<file path="src/hdl/fvphd_pkg.sv">
// ----------------------------------------------------------------------------
// fvphd_pkg
// Types, register indexes and reset constants shared by the fill valve
// peak-and-hold driver modules.
// ----------------------------------------------------------------------------
`timescale 1ns / 1ps

package fvphd_pkg;

  localparam int unsigned CfgAddrW     = 3;
  localparam int unsigned CfgDataW     = 20;
  localparam int unsigned InDataW      = 16;
  localparam int unsigned OutDataW     = 120;
  localparam int unsigned OptoTicksDef = 100;

  localparam logic [19:0] VolumeLimitRst  = 20'd1000;
  localparam logic [9:0]  PeakDutyRst     = 10'd1023;
  localparam logic [9:0]  HoldInitRst     = 10'd400;
  localparam logic [9:0]  HoldMaxRst      = 10'd800;
  localparam logic [9:0]  HoldStepRst     = 10'd20;
  localparam logic [15:0] PeakTimeRst     = 16'd200;
  localparam logic [15:0] NoFlowTimeRst   = 16'd2000;
  localparam logic [15:0] AdjustIntRst    = 16'd500;
  localparam logic [9:0]  DutyMax         = 10'd1023;

  typedef enum logic [CfgAddrW-1:0] {
    CFG_VOLUME_LIMIT   = 3'd0,
    CFG_PEAK_DUTY      = 3'd1,
    CFG_HOLD_INIT      = 3'd2,
    CFG_HOLD_MAX       = 3'd3,
    CFG_HOLD_STEP      = 3'd4,
    CFG_PEAK_TIME      = 3'd5,
    CFG_NO_FLOW_TIME   = 3'd6,
    CFG_ADJUST_INT     = 3'd7
  } cfg_idx_t;

  typedef struct packed {
    logic [19:0] volume_limit;
    logic [9:0]  peak_duty;
    logic [9:0]  hold_duty_initial;
    logic [9:0]  hold_duty_max;
    logic [9:0]  hold_duty_step;
    logic [15:0] peak_time;
    logic [15:0] no_flow_time;
    logic [15:0] adjust_interval;
  } cfg_t;

  typedef struct packed {
    logic       button_pressed;
    logic       flow_seen;
    logic [9:0] volume_added;
    logic       start_fill;
    logic       start_allowed;
    logic       paused;
  } item_t;

  typedef struct packed {
    logic [9:0]  drive_duty;
    logic        opto_out;
    logic        valve_is_open;
    logic        manual_active;
    logic        filling_active;
    logic        fill_done;
    logic        start_accepted;
    logic [31:0] fill_volume_now;
    logic [31:0] fills_completed;
    logic [39:0] volume_lifetime;
  } result_t;

endpackage

</file>
<file path="src/hdl/fvphd_cfg.sv">
// ----------------------------------------------------------------------------
// fvphd_cfg
// Configuration register bank written through a plain write port.
// ----------------------------------------------------------------------------
`timescale 1ns / 1ps

module fvphd_cfg
  import fvphd_pkg::*;
(
  input  logic                clk,
  input  logic                rst_n,
  input  logic                cfg_wr_en,
  input  logic [CfgAddrW-1:0] cfg_addr,
  input  logic [CfgDataW-1:0] cfg_wdata,
  output cfg_t                cfg
);

  cfg_t cfg_r;
  cfg_t cfg_nxt;

  always_comb begin
    cfg_nxt = cfg_r;
    if (cfg_wr_en) begin
      case (cfg_idx_t'(cfg_addr))
        CFG_VOLUME_LIMIT: cfg_nxt.volume_limit      = cfg_wdata;
        CFG_PEAK_DUTY:    cfg_nxt.peak_duty         = cfg_wdata[9:0];
        CFG_HOLD_INIT:    cfg_nxt.hold_duty_initial = cfg_wdata[9:0];
        CFG_HOLD_MAX:     cfg_nxt.hold_duty_max     = cfg_wdata[9:0];
        CFG_HOLD_STEP:    cfg_nxt.hold_duty_step    = cfg_wdata[9:0];
        CFG_PEAK_TIME:    cfg_nxt.peak_time         = cfg_wdata[15:0];
        CFG_NO_FLOW_TIME: cfg_nxt.no_flow_time      = cfg_wdata[15:0];
        CFG_ADJUST_INT:   cfg_nxt.adjust_interval   = cfg_wdata[15:0];
        default:          cfg_nxt = cfg_r;
      endcase
    end
  end

  always_ff @(posedge clk) begin
    if (!rst_n) begin
      cfg_r.volume_limit      <= VolumeLimitRst;
      cfg_r.peak_duty         <= PeakDutyRst;
      cfg_r.hold_duty_initial <= HoldInitRst;
      cfg_r.hold_duty_max     <= HoldMaxRst;
      cfg_r.hold_duty_step    <= HoldStepRst;
      cfg_r.peak_time         <= PeakTimeRst;
      cfg_r.no_flow_time      <= NoFlowTimeRst;
      cfg_r.adjust_interval   <= AdjustIntRst;
    end else begin
      cfg_r <= cfg_nxt;
    end
  end

  assign cfg = cfg_r;

endmodule

</file>
<file path="src/hdl/fvphd_core.sv">
// ----------------------------------------------------------------------------
// fvphd_core
// Valve state registers and the single-pass update for one millisecond tick.
// ----------------------------------------------------------------------------
`timescale 1ns / 1ps

module fvphd_core
  import fvphd_pkg::*;
#(
  parameter int unsigned OPTO_PULSE_TICKS = OptoTicksDef
) (
  input  logic    clk,
  input  logic    rst_n,
  input  logic    step,
  input  item_t   item,
  input  cfg_t    cfg,
  output result_t res
);

  logic [31:0] now_r, fill_r, peak_start_r, last_adjust_r, last_flow_r, opto_start_r;
  logic [31:0] fill_count_r;
  logic [39:0] life_r;
  logic [9:0]  hold_r, coil_r;
  logic        relay_r, manual_r, filling_r, valve_r, peak_r, opto_r;

  logic [31:0] now_nxt, fill_nxt, peak_start_nxt, last_adjust_nxt, last_flow_nxt;
  logic [31:0] opto_start_nxt, fill_count_nxt;
  logic [39:0] life_nxt;
  logic [9:0]  hold_nxt, coil_nxt;
  logic        relay_nxt, manual_nxt, filling_nxt, valve_nxt, peak_nxt, opto_nxt;
  logic        done, accepted, at_limit;
  logic [32:0] vol_sum;
  logic [40:0] life_sum;
  logic [10:0] hold_sum;

  always_comb begin
    now_nxt         = now_r + 32'd1;
    last_flow_nxt   = item.flow_seen ? now_nxt : last_flow_r;
    fill_nxt        = fill_r;
    relay_nxt       = relay_r;
    manual_nxt      = manual_r;
    filling_nxt     = filling_r;
    valve_nxt       = valve_r;
    peak_nxt        = peak_r;
    peak_start_nxt  = peak_start_r;
    last_adjust_nxt = last_adjust_r;
    hold_nxt        = hold_r;
    coil_nxt        = coil_r;
    opto_nxt        = opto_r;
    opto_start_nxt  = opto_start_r;
    fill_count_nxt  = fill_count_r;
    life_nxt        = life_r;
    done            = 1'b0;
    life_sum        = '0;
    hold_sum        = '0;

    accepted = item.start_fill && item.start_allowed;
    if (accepted) begin
      fill_nxt    = '0;
      relay_nxt   = 1'b1;
      manual_nxt  = 1'b0;
      filling_nxt = 1'b1;
    end

    vol_sum  = {1'b0, fill_nxt} + {23'd0, item.volume_added};
    fill_nxt = vol_sum[32] ? '1 : vol_sum[31:0];
    at_limit = fill_nxt >= {12'd0, cfg.volume_limit};

    if (!filling_nxt && !item.paused) begin
      if (item.button_pressed) begin
        if (at_limit) begin
          relay_nxt = 1'b0;
        end else begin
          manual_nxt = 1'b1;
          relay_nxt  = 1'b1;
        end
      end else if (manual_nxt) begin
        manual_nxt = 1'b0;
        relay_nxt  = 1'b0;
      end
    end

    if (relay_nxt && at_limit) begin
      relay_nxt   = 1'b0;
      valve_nxt   = 1'b0;
      coil_nxt    = '0;
      peak_nxt    = 1'b0;
      filling_nxt = 1'b0;
      if (!manual_nxt) begin
        opto_nxt       = 1'b1;
        opto_start_nxt = now_nxt;
      end
      if (fill_count_r != '1) begin
        fill_count_nxt = fill_count_r + 32'd1;
      end
      life_sum = {1'b0, life_r} + {9'd0, fill_nxt};
      life_nxt = life_sum[40] ? '1 : life_sum[39:0];
      done     = 1'b1;
    end else begin
      if (relay_nxt && !valve_r) begin
        valve_nxt      = 1'b1;
        coil_nxt       = cfg.peak_duty;
        peak_start_nxt = now_nxt;
        peak_nxt       = 1'b1;
      end else if (!relay_nxt && valve_r) begin
        valve_nxt = 1'b0;
        coil_nxt  = '0;
        peak_nxt  = 1'b0;
      end

      if (valve_nxt) begin
        if (peak_nxt && ((now_nxt - peak_start_nxt) > {16'd0, cfg.peak_time})) begin
          coil_nxt = hold_r;
          peak_nxt = 1'b0;
        end
        if ((now_nxt - last_adjust_r) > {16'd0, cfg.adjust_interval}) begin
          last_adjust_nxt = now_nxt;
          if (((now_nxt - last_flow_nxt) > {16'd0, cfg.no_flow_time}) &&
              (hold_r < cfg.hold_duty_max)) begin
            hold_sum = {1'b0, hold_r} + {1'b0, cfg.hold_duty_step};
            hold_nxt = hold_sum[10] ? DutyMax : hold_sum[9:0];
            coil_nxt = hold_nxt;
          end
        end
      end

      if (opto_r && ((now_nxt - opto_start_r) >= 32'(OPTO_PULSE_TICKS))) begin
        opto_nxt = 1'b0;
      end
    end

    res.drive_duty      = coil_nxt;
    res.opto_out        = opto_nxt;
    res.valve_is_open   = valve_nxt;
    res.manual_active   = manual_nxt;
    res.filling_active  = filling_nxt;
    res.fill_done       = done;
    res.start_accepted  = accepted;
    res.fill_volume_now = fill_nxt;
    res.fills_completed = fill_count_nxt;
    res.volume_lifetime = life_nxt;
  end

  always_ff @(posedge clk) begin
    if (!rst_n) begin
      now_r         <= '0;
      fill_r        <= '0;
      peak_start_r  <= '0;
      last_adjust_r <= '0;
      last_flow_r   <= '0;
      opto_start_r  <= '0;
      fill_count_r  <= '0;
      life_r        <= '0;
      hold_r        <= HoldInitRst;
      coil_r        <= '0;
      relay_r       <= 1'b0;
      manual_r      <= 1'b0;
      filling_r     <= 1'b0;
      valve_r       <= 1'b0;
      peak_r        <= 1'b0;
      opto_r        <= 1'b0;
    end else if (step) begin
      now_r         <= now_nxt;
      fill_r        <= fill_nxt;
      peak_start_r  <= peak_start_nxt;
      last_adjust_r <= last_adjust_nxt;
      last_flow_r   <= last_flow_nxt;
      opto_start_r  <= opto_start_nxt;
      fill_count_r  <= fill_count_nxt;
      life_r        <= life_nxt;
      hold_r        <= hold_nxt;
      coil_r        <= coil_nxt;
      relay_r       <= relay_nxt;
      manual_r      <= manual_nxt;
      filling_r     <= filling_nxt;
      valve_r       <= valve_nxt;
      peak_r        <= peak_nxt;
      opto_r        <= opto_nxt;
    end
  end

endmodule

</file>
<file path="src/hdl/fill_valve_peak_hold_driver.sv">
// ----------------------------------------------------------------------------
// fill_valve_peak_hold_driver
// Peak-and-hold fill valve controller advanced by one word per millisecond.
// ----------------------------------------------------------------------------
// Each input word is one millisecond tick carrying the button level, the flow
// flag, the millilitres measured, the start request with its permission and
// the pause flag. For every accepted input word exactly one result word is
// produced: coil duty, opto pulse, valve, manual and filling flags, the done
// and start-accepted strobes, the running fill volume and the lifetime totals.
// An accepted word lands in an input register; once the output register is
// empty or being emptied, the single pass through the core updates the
// valve state and loads the output register, which raises out_tvalid until
// the result is taken.
// The input and output registers form a two-deep path, so one word per cycle
// flows through while the receiver keeps out_tready high.
// When the receiver stalls, the result holds in the output register, one more
// word waits in the input register, and then in_tready drops until space frees.
// Reset (rst_n low at a clock edge) clears all valve state, empties both
// registers and restores every configuration register to its default; the
// ratcheting hold duty restarts at the default initial hold duty.
// The user must write configuration only while no word is in flight; the block does not enforce this.
// ----------------------------------------------------------------------------
`timescale 1ns / 1ps

module fill_valve_peak_hold_driver
  import fvphd_pkg::*;
#(
  parameter int unsigned OPTO_PULSE_TICKS = OptoTicksDef
) (
  input  logic                clk,
  input  logic                rst_n,
  // Input words.
  input  logic                in_tvalid,
  output logic                in_tready,
  // button_pressed[0], flow_seen[1], volume_added[11:2], start_fill[12],
  // start_allowed[13], paused[14], zero pad[15]
  input  logic [InDataW-1:0]  in_tdata,
  // Result words.
  output logic                out_tvalid,
  input  logic                out_tready,
  // drive_duty[9:0], opto_out[10], valve_is_open[11], manual_active[12],
  // filling_active[13], fill_done[14], start_accepted[15],
  // fill_volume_now[47:16], fills_completed[79:48], volume_lifetime[119:80]
  output logic [OutDataW-1:0] out_tdata,
  // Configuration writes.
  input  logic                cfg_wr_en,
  input  logic [CfgAddrW-1:0] cfg_addr,
  input  logic [CfgDataW-1:0] cfg_wdata
);

  cfg_t    cfg;
  item_t   item_r;
  result_t res;
  logic    in_vld_r, in_vld_nxt;
  logic    out_vld_r, out_vld_nxt;
  logic [OutDataW-1:0] out_data_r;
  logic    in_take, step;

  // The core advances only when a tick is staged and the output register
  // is empty or being emptied this cycle.
  assign step      = in_vld_r && (!out_vld_r || out_tready);
  assign in_tready = !in_vld_r || step;
  assign in_take   = in_tvalid && in_tready;

  always_comb begin
    in_vld_nxt  = in_take ? 1'b1 : (step ? 1'b0 : in_vld_r);
    out_vld_nxt = step ? 1'b1 : ((out_vld_r && out_tready) ? 1'b0 : out_vld_r);
  end

  always_ff @(posedge clk) begin
    if (!rst_n) begin
      in_vld_r  <= 1'b0;
      out_vld_r <= 1'b0;
    end else begin
      in_vld_r  <= in_vld_nxt;
      out_vld_r <= out_vld_nxt;
    end
  end

  // Payload registers carry no reset.
  always_ff @(posedge clk) begin
    if (in_take) begin
      item_r.button_pressed <= in_tdata[0];
      item_r.flow_seen      <= in_tdata[1];
      item_r.volume_added   <= in_tdata[11:2];
      item_r.start_fill     <= in_tdata[12];
      item_r.start_allowed  <= in_tdata[13];
      item_r.paused         <= in_tdata[14];
    end
    if (step) begin
      out_data_r <= {res.volume_lifetime, res.fills_completed, res.fill_volume_now,
                     res.start_accepted, res.fill_done, res.filling_active,
                     res.manual_active, res.valve_is_open, res.opto_out,
                     res.drive_duty};
    end
  end

  fvphd_cfg u_cfg (
    .clk       (clk),
    .rst_n     (rst_n),
    .cfg_wr_en (cfg_wr_en),
    .cfg_addr  (cfg_addr),
    .cfg_wdata (cfg_wdata),
    .cfg       (cfg)
  );

  fvphd_core #(
    .OPTO_PULSE_TICKS (OPTO_PULSE_TICKS)
  ) u_core (
    .clk   (clk),
    .rst_n (rst_n),
    .step  (step),
    .item  (item_r),
    .cfg   (cfg),
    .res   (res)
  );

  assign out_tvalid = out_vld_r;
  assign out_tdata  = out_data_r;

endmodule

</file>
<file path="config.mk">
export PLATFORM = sky130hd
export DESIGN_NAME = fill_valve_peak_hold_driver
export DESIGN_NICKNAME = d
export VERILOG_FILES = /design/src/hdl/fvphd_pkg.sv /design/src/hdl/fvphd_cfg.sv /design/src/hdl/fvphd_core.sv /design/src/hdl/fill_valve_peak_hold_driver.sv
export SDC_FILE = /design/constraint.sdc
export NUM_CORES = 2
export LEC_CHECK = 0
export BUFFER_PORTS_ARGS = -buffer_cell sky130_fd_sc_hd__buf_2
export CAP_MARGIN = 10
export CORE_MARGIN = 5
export CORE_UTILIZATION = 35
export DETAILED_ROUTE_END_ITERATION = 10
export PLACE_DENSITY = 0.61
export SYNTH_ARGS = -nofsm -noshare
export SYNTH_HDL_FRONTEND = slang
export SYNTH_SLANG_ARGS = --single-unit
export TNS_END_PERCENT = 1
</file>
<file path="constraint.sdc">
create_clock -name clk -period 21.2 [get_ports clk]
set_clock_uncertainty 0.2 [all_clocks]
set_input_delay 2.12 -clock clk [delete_from_list [all_inputs] [get_ports clk]]
set_output_delay 2.12 -clock clk [all_outputs]
set_load 0.01 [all_outputs]
</file>
# Word level (Yosys, flattened, before mapping)
# Cells that the tools add are included.
[word_totals]
input_bits = 44
elab_cells = 136
output_inout_bits = 122
regBits = 525
[classes]
reduce_logical = 33
n_lt_le_gt_ge = 6
bitwise = 2
eq_ne = 7
n_mux = 47
add_sub_neg = 9
[ops]
columns = ["cell", "n"]
rows = [
  ["$mux W32", 7],
  ["$sub A32 B32 Y32", 4],
  ["$gt A32 B16 Y1", 3],
  ["$mux W10", 8],
  ["$mux W40", 2],
  ["$add A32 B1 Y32 const B", 2],
  ["$add A40 B32 Y41", 1],
  ["$add A32 B10 Y33", 1],
  ["$ge A32 B20 Y1", 1],
  ["$ge A32 B7 Y1 const B", 1],
  ["$ne A32 B32 Y1 const B", 1],
  ["$mux W1", 30],
  ["$reduce_and A2 Y1", 8],
  ["$eq A3 B3 Y1 const B", 4],
  ["$add A10 B10 Y11", 1],
  ["$logic_and A1 B1 Y1", 11],
  ["$lt A10 B10 Y1", 1],
  ["$logic_not A1 Y1", 6],
  ["$reduce_and A5 Y1", 1],
  ["$reduce_and A4 Y1", 1],
  ["$reduce_bool A2 Y1", 2],
  ["$eq A3 B1 Y1 const B", 1],
  ["$eq A3 B2 Y1 const B", 1],
  ["$logic_not A3 Y1", 1],
  ["3 further kinds", 5],
]

# Longest topological paths before layout
[depth]
depth_word = 19
ltp_mapped = 58
ltp_nobuf = 52

# Cells and area by module
# From an unflattened synthesis, not the netlist that was laid out.
[unflattened]
cells_unflattened = 4109
area_unflattened_um2 = 34255.4
[modules_own_cells]
columns = ["mod", "n_inst", "seq_area_each_um2", "cells_per_inst", "area_each_um2"]
rows = [
  ["fvphd_core", 1, 5805.6, 3570, 25954.9],
  ["fill_valve_peak_hold_driver", 1, 4093.9, 144, 4157.7],
  ["fvphd_cfg", 1, 2162.1, 395, 4142.7],
]

# Worst setup path after synthesis
# No wires, ideal clock.
[synth_path]
kind = "register to register"
startpoint = "reg item_r[2] in the netlist's numbering"
endpoint = "reg out_data_r[0], in the netlist out_tdata[0] (data pin)"
period_less_slack_ns = 11.827
setup_time_ns = 0.266
setup_slack_ns = 9.373
t_arrival_ns = 11.361
stages_incl_launch_ff = 57
path_buffers = 8
required_time_ns = 20.734
cell_sequence = "edfxtp_1 nand2_1 clkbuf_1 clkbuf_1 clkbuf_1 clkbuf_1 and2_1 ha_1 a21o_1 a221oi_2 a211oi_1 nand2_1 clkbuf_1 nand2_1 ha_1 a21o_1 a31oi_1 o221ai_1 [... 21 more ...] xor2_1 ha_1 a21o_1 a21o_1 a21oi_1 o21ai_0 a2111oi_0 o211ai_1 mux2i_1 or4b_1 a211oi_1 nand4b_1 a211o_1 or4_4 buf_6 and4b_1 nor4_2 o21ai_1"
[synth_lines]
columns = ["item", "line_no", "source"]
rows = [
  ["start, declared", "fill_valve_peak_hold_driver.sv:52", "item_t item_r;"],
  ["end signal, assigned", "fill_valve_peak_hold_driver.sv:91", "out_data_r <= {res.volume_lifetime, res.fills_completed, res.fill_volume_now,"],
  ["end, declared", "fill_valve_peak_hold_driver.sv:56", "logic [OutDataW-1:0] out_data_r;"],
]

==> run summary <==
=====================================================================================
Global-route wire length before repair .................................    143000 um
Share of cells above drive strength 1 ..................................       0.0955
Share of flip-flops with an asynchronous set or reset ..................            0
Cell types with the largest area share after synthesis ................. sky130_fd_sc_hd__dfxtp_1 (24%), sky130_fd_sc_hd__edfxtp_1 (12%), sky130_fd_sc_hd__ha_1 (9.5%)
IR drop worst, VDD .....................................................    0.0624 mV
Capture point of the worst reg-to-reg path ............................. out_tdata[6]
Clk Tree Root Cell ..................................................... sky130_fd_sc_hd__clkbuf_16
Dominant cell by count in the synthesized netlist ...................... sky130_fd_sc_hd__nor2_1
Number of nets still failing antenna checks after routing ..............            0
Unrepaired setup endpoints after global routing ........................           no
Timing-limited maximum frequency .......................................     70.1 MHz
Synth warn .............................................................            0
Commonest register cell after synthesis ................................ sky130_fd_sc_hd__dfxtp_1
Cell at the slowest stage of the critical path ......................... sky130_fd_sc_hd__nand2_1
Port Buffers ...........................................................          164
Number of global-route vias before repair ..............................        26700
Sum of net half-perimeters after detailed placement ....................     64900 um
Detailed Route Iter0 Violations ........................................         1959
CP Max Fanout ..........................................................           38
# hold bufs at CTS .....................................................            0
Clk_lat worst skew .....................................................      0.66 ns
Overflow left after global routing .....................................            0
Worst Max-Slew Pin Slew ................................................      1.20 ns
Avg Inst Size Synth ....................................................   8.20 sq um
Post-synth EDFFs .......................................................          135
Top-Level Pins .........................................................          166
Leading post-synthesis cells by instance count ......................... sky130_fd_sc_hd__nor2_1 (489), sky130_fd_sc_hd__nand2_1 (459), sky130_fd_sc_hd__dfxtp_1 (390)
Critical path start-end classification ................................. register to register
Standby leakage power ..................................................      15.2 nW
Maximum single-stage delay on the critical path ........................      0.70 ns
Clk buf depth ..........................................................            3
Instance count of the mapped netlist ...................................         4029
Core area .............................................................. 0.0935 sq mm
Number of stages on the worst setup path ...............................           50
Clock-pin slew of the registers on the worst-case setup and hold paths .      0.06 ns
Number of CTS-inserted buffers .........................................           61
Maximum level of the CTS H-tree ........................................            2
Register area share after synthesis ....................................        0.359
Most frequent cell on the critical path ................................ sky130_fd_sc_hd__a21o_1
Post-route standard cell area excluding fillers ........................ 0.0371 sq mm
Number of hold violations in the final report ..........................            0
Total power divided by cell area ....................................... 73.7 mW/mm^2
Status ................................................................. finished, final reports clean
Total via count in the routed design ...................................        28700
Fraction of post-synthesis cell area in the top cell type by area ......        0.236
Max Cap Violations .....................................................            0
Critical Path End Type .................................................     register
Worst reg2reg setup slack ..............................................      6.94 ns
Endpoint of the most critical setup path ............................... out_tdata[6]
Number of slew-limit violations in the final report ....................            0
Slew Limit Headroom ....................................................        0.196
X dimension of the die .................................................       317 um
Net count after synthesis ..............................................         4330
# rows .................................................................          112
Worst reg2reg path startpoint ..........................................    item_r[2]
Setup Fix Bufs, Post-CTS ...............................................            0
Count of instances resized after the clock tree is built ...............            0
FF-to-FF path depth ....................................................           50
Netlist Area Pre-Place ................................................. 0.0330 sq mm
Synth area leader ...................................................... sky130_fd_sc_hd__dfxtp_1
Fraction of the cycle the final worst path needs .......................        0.673
Number of different library cells in the post-synthesis netlist ........           94
Type of the worst min-delay path ....................................... register to register
Total clock sinks ......................................................          525
Top Family by Delay on Critical Path ................................... compound AO/OA/AOI/OAI gates
Layout-stage area growth over the synthesis result .....................        12.5%
WP buf/inv .............................................................            3
GPL Wtd Cong ...........................................................        0.880
Arrival time at the worst endpoint .....................................     14.45 ns
Fillers ................................................................         9525
Final routed DRC violation total .......................................            0
Post-DP Area ........................................................... 0.0350 sq mm
Number of detailed-routing iterations run before antenna repair ........            5
Setup crit start kind ..................................................     register
CTS tree ...............................................................          yes
Maximum number of pins on one net before global-route repair ...........           84
Total Die Area .........................................................  0.101 sq mm
Final total negative setup slack .......................................         0 ns
Average wire length per cell after detail routing ......................      16.6 um
Shortest period the worst path allows ..................................     14.26 ns
Total Nets Final .......................................................         4409
Final setup fails ......................................................            0
Via-per-instance ratio .................................................         5.31
Critical path required time ............................................     21.38 ns
Number of antenna violations at the first check in global routing ......            4
Gr usage total .........................................................        0.173
Die span in y ..........................................................       317 um
Startpoint of the worst setup timing path ..............................    item_r[2]
Starting Density .......................................................        0.353
Routed wire length .....................................................     89900 um
Number of flip-flops and latches in the synthesized netlist ............          525
=====================================================================================
[metrics by stage]
step	utilization	hold slack [ns]	setup WS (ns)	total power, mW	instances
floorplan	-	0.232	9.37	1.51	4029
global placement	0.375	0.242	7.21	1.65	5299
detailed placement	0.375	0.246	7.19	1.65	5299
CTS	0.397	0.254	7.08	2.77	5411
global route	0.397	0.268	5.88	2.88	5413
finish	0.397	0.252	6.94	2.74	5413
[layer usage]
layer,up-vias,share of wire,track usage
met5,-,0,0
met4,0,0.023,0.0423
met3,116,0.046,0.0205
met2,563,0.45,0.284
met1,13500,0.48,0.243
li1,14500,-,-
[worst reg2reg max path, delay by kind of cell, from the launching register on]
kind                       cells  cell delay, ns
AOI/OAI and AO/OA             27            6.25
and+or+nand+nor               13            4.42
adders and majority gates      5            1.52
buffers and inverters          3            0.87
DFF                            1            0.35
muxes                          1            0.20
xor gates and xnor gates       1            0.18
[worst min path at each step]
stage | start | end | slack (ns) | cells after the start
6_report | u_cfg.cfg[9] | u_cfg.cfg[9] | 0.25 | 2
5_1_grt | u_cfg.cfg[60] | u_cfg.cfg[60] | 0.27 | 2
4_1_cts | u_cfg.cfg[9] | u_cfg.cfg[9] | 0.25 | 2
3_5_place_dp | u_cfg.cfg[9] | u_cfg.cfg[9] | 0.25 | 2
3_3_place_gp | u_core.fill_r[2] | u_core.fill_r[2] | 0.24 | 2
2_1_floorplan | u_core.fill_r[2] | u_core.fill_r[2] | 0.23 | 2
[state kept, by name, indices dropped and copies added (netlist names)]
| signal | cells |
|---|---|
| u_core.fill_count_r | 32 |
| u_core.manual_r | 1 |
| u_core.peak_r | 1 |
| u_core.opto_r | 1 |
| u_core.peak_start_r | 32 |
| item_r | 15 |
| u_core.filling_r | 1 |
| out_tdata | 120 |
| out_tvalid | 1 |
| u_core.last_flow_r | 32 |
| u_core.opto_start_r | 32 |
| u_core.coil_r | 10 |
| u_core.fill_r | 32 |
| u_core.life_r | 40 |
| u_cfg.cfg | 98 |
| in_vld_r | 1 |
| u_core.hold_r | 10 |
| u_core.relay_r | 1 |
| u_core.valve_r | 1 |
| u_core.now_r | 32 |
| u_core.last_adjust_r | 32 |
[layout by cell type, fill, tap and decap left out, types with 33 or more instances in the layout]
cell type	synthesis	final
sky130_fd_sc_hd__a21o_1	65	65
sky130_fd_sc_hd__nand4_1	46	46
sky130_fd_sc_hd__clkbuf_16	0	62
sky130_fd_sc_hd__nor2b_1	44	44
sky130_fd_sc_hd__nor2_1	489	487
sky130_fd_sc_hd__o21ai_0	170	170
sky130_fd_sc_hd__xnor2_1	126	126
sky130_fd_sc_hd__a21oi_1	339	339
sky130_fd_sc_hd__buf_4	0	36
sky130_fd_sc_hd__ha_1	250	250
sky130_fd_sc_hd__o211ai_1	50	50
sky130_fd_sc_hd__and3_1	51	51
sky130_fd_sc_hd__buf_2	4	164
sky130_fd_sc_hd__o221a_2	36	36
sky130_fd_sc_hd__edfxtp_1	135	135
sky130_fd_sc_hd__xor2_1	102	102
sky130_fd_sc_hd__dfxtp_1	390	390
sky130_fd_sc_hd__inv_1	258	257
sky130_fd_sc_hd__a211oi_1	101	101
sky130_fd_sc_hd__o21a_1	40	40
sky130_fd_sc_hd__a31oi_1	33	33
sky130_fd_sc_hd__nand2b_1	41	39
sky130_fd_sc_hd__nand3_1	97	97
sky130_fd_sc_hd__nor3_1	96	95
sky130_fd_sc_hd__nand2_1	459	459
[area by class of cell]
cell class	instances	area, sq um	share of cell area
multi-input cells	3061	19500	0.525
flip-flops and latches	525	11900	0.319
clock buffers	86	1740	0.0469
well taps	1254	1570	0.0422
repair buffers	200	1090	0.0294
inverters	259	987	0.0266
clock inverters	26	373	0.0100
diodes	2	5.00	0.000135
[report_power, final]
| part | switching, mW | internal (mW) |
|---|---|---|
| Sequential | 0.0198 | 1.07 |
| Clock | 0.445 | 0.659 |
| Combinational | 0.322 | 0.222 |
| Total | 0.786 | 1.95 |
[cell families after synthesis]
family / share of synthesized area
and+or+nand+nor: 0.207
muxes: 0.0124
AOI/OAI and AO/OA: 0.210
adders and majority gates: 0.0996
xor gates and xnor gates: 0.0605
DFF: 0.359
buffers and inverters: 0.0512
No activity file was read; power rests on OpenSTA's default activity.
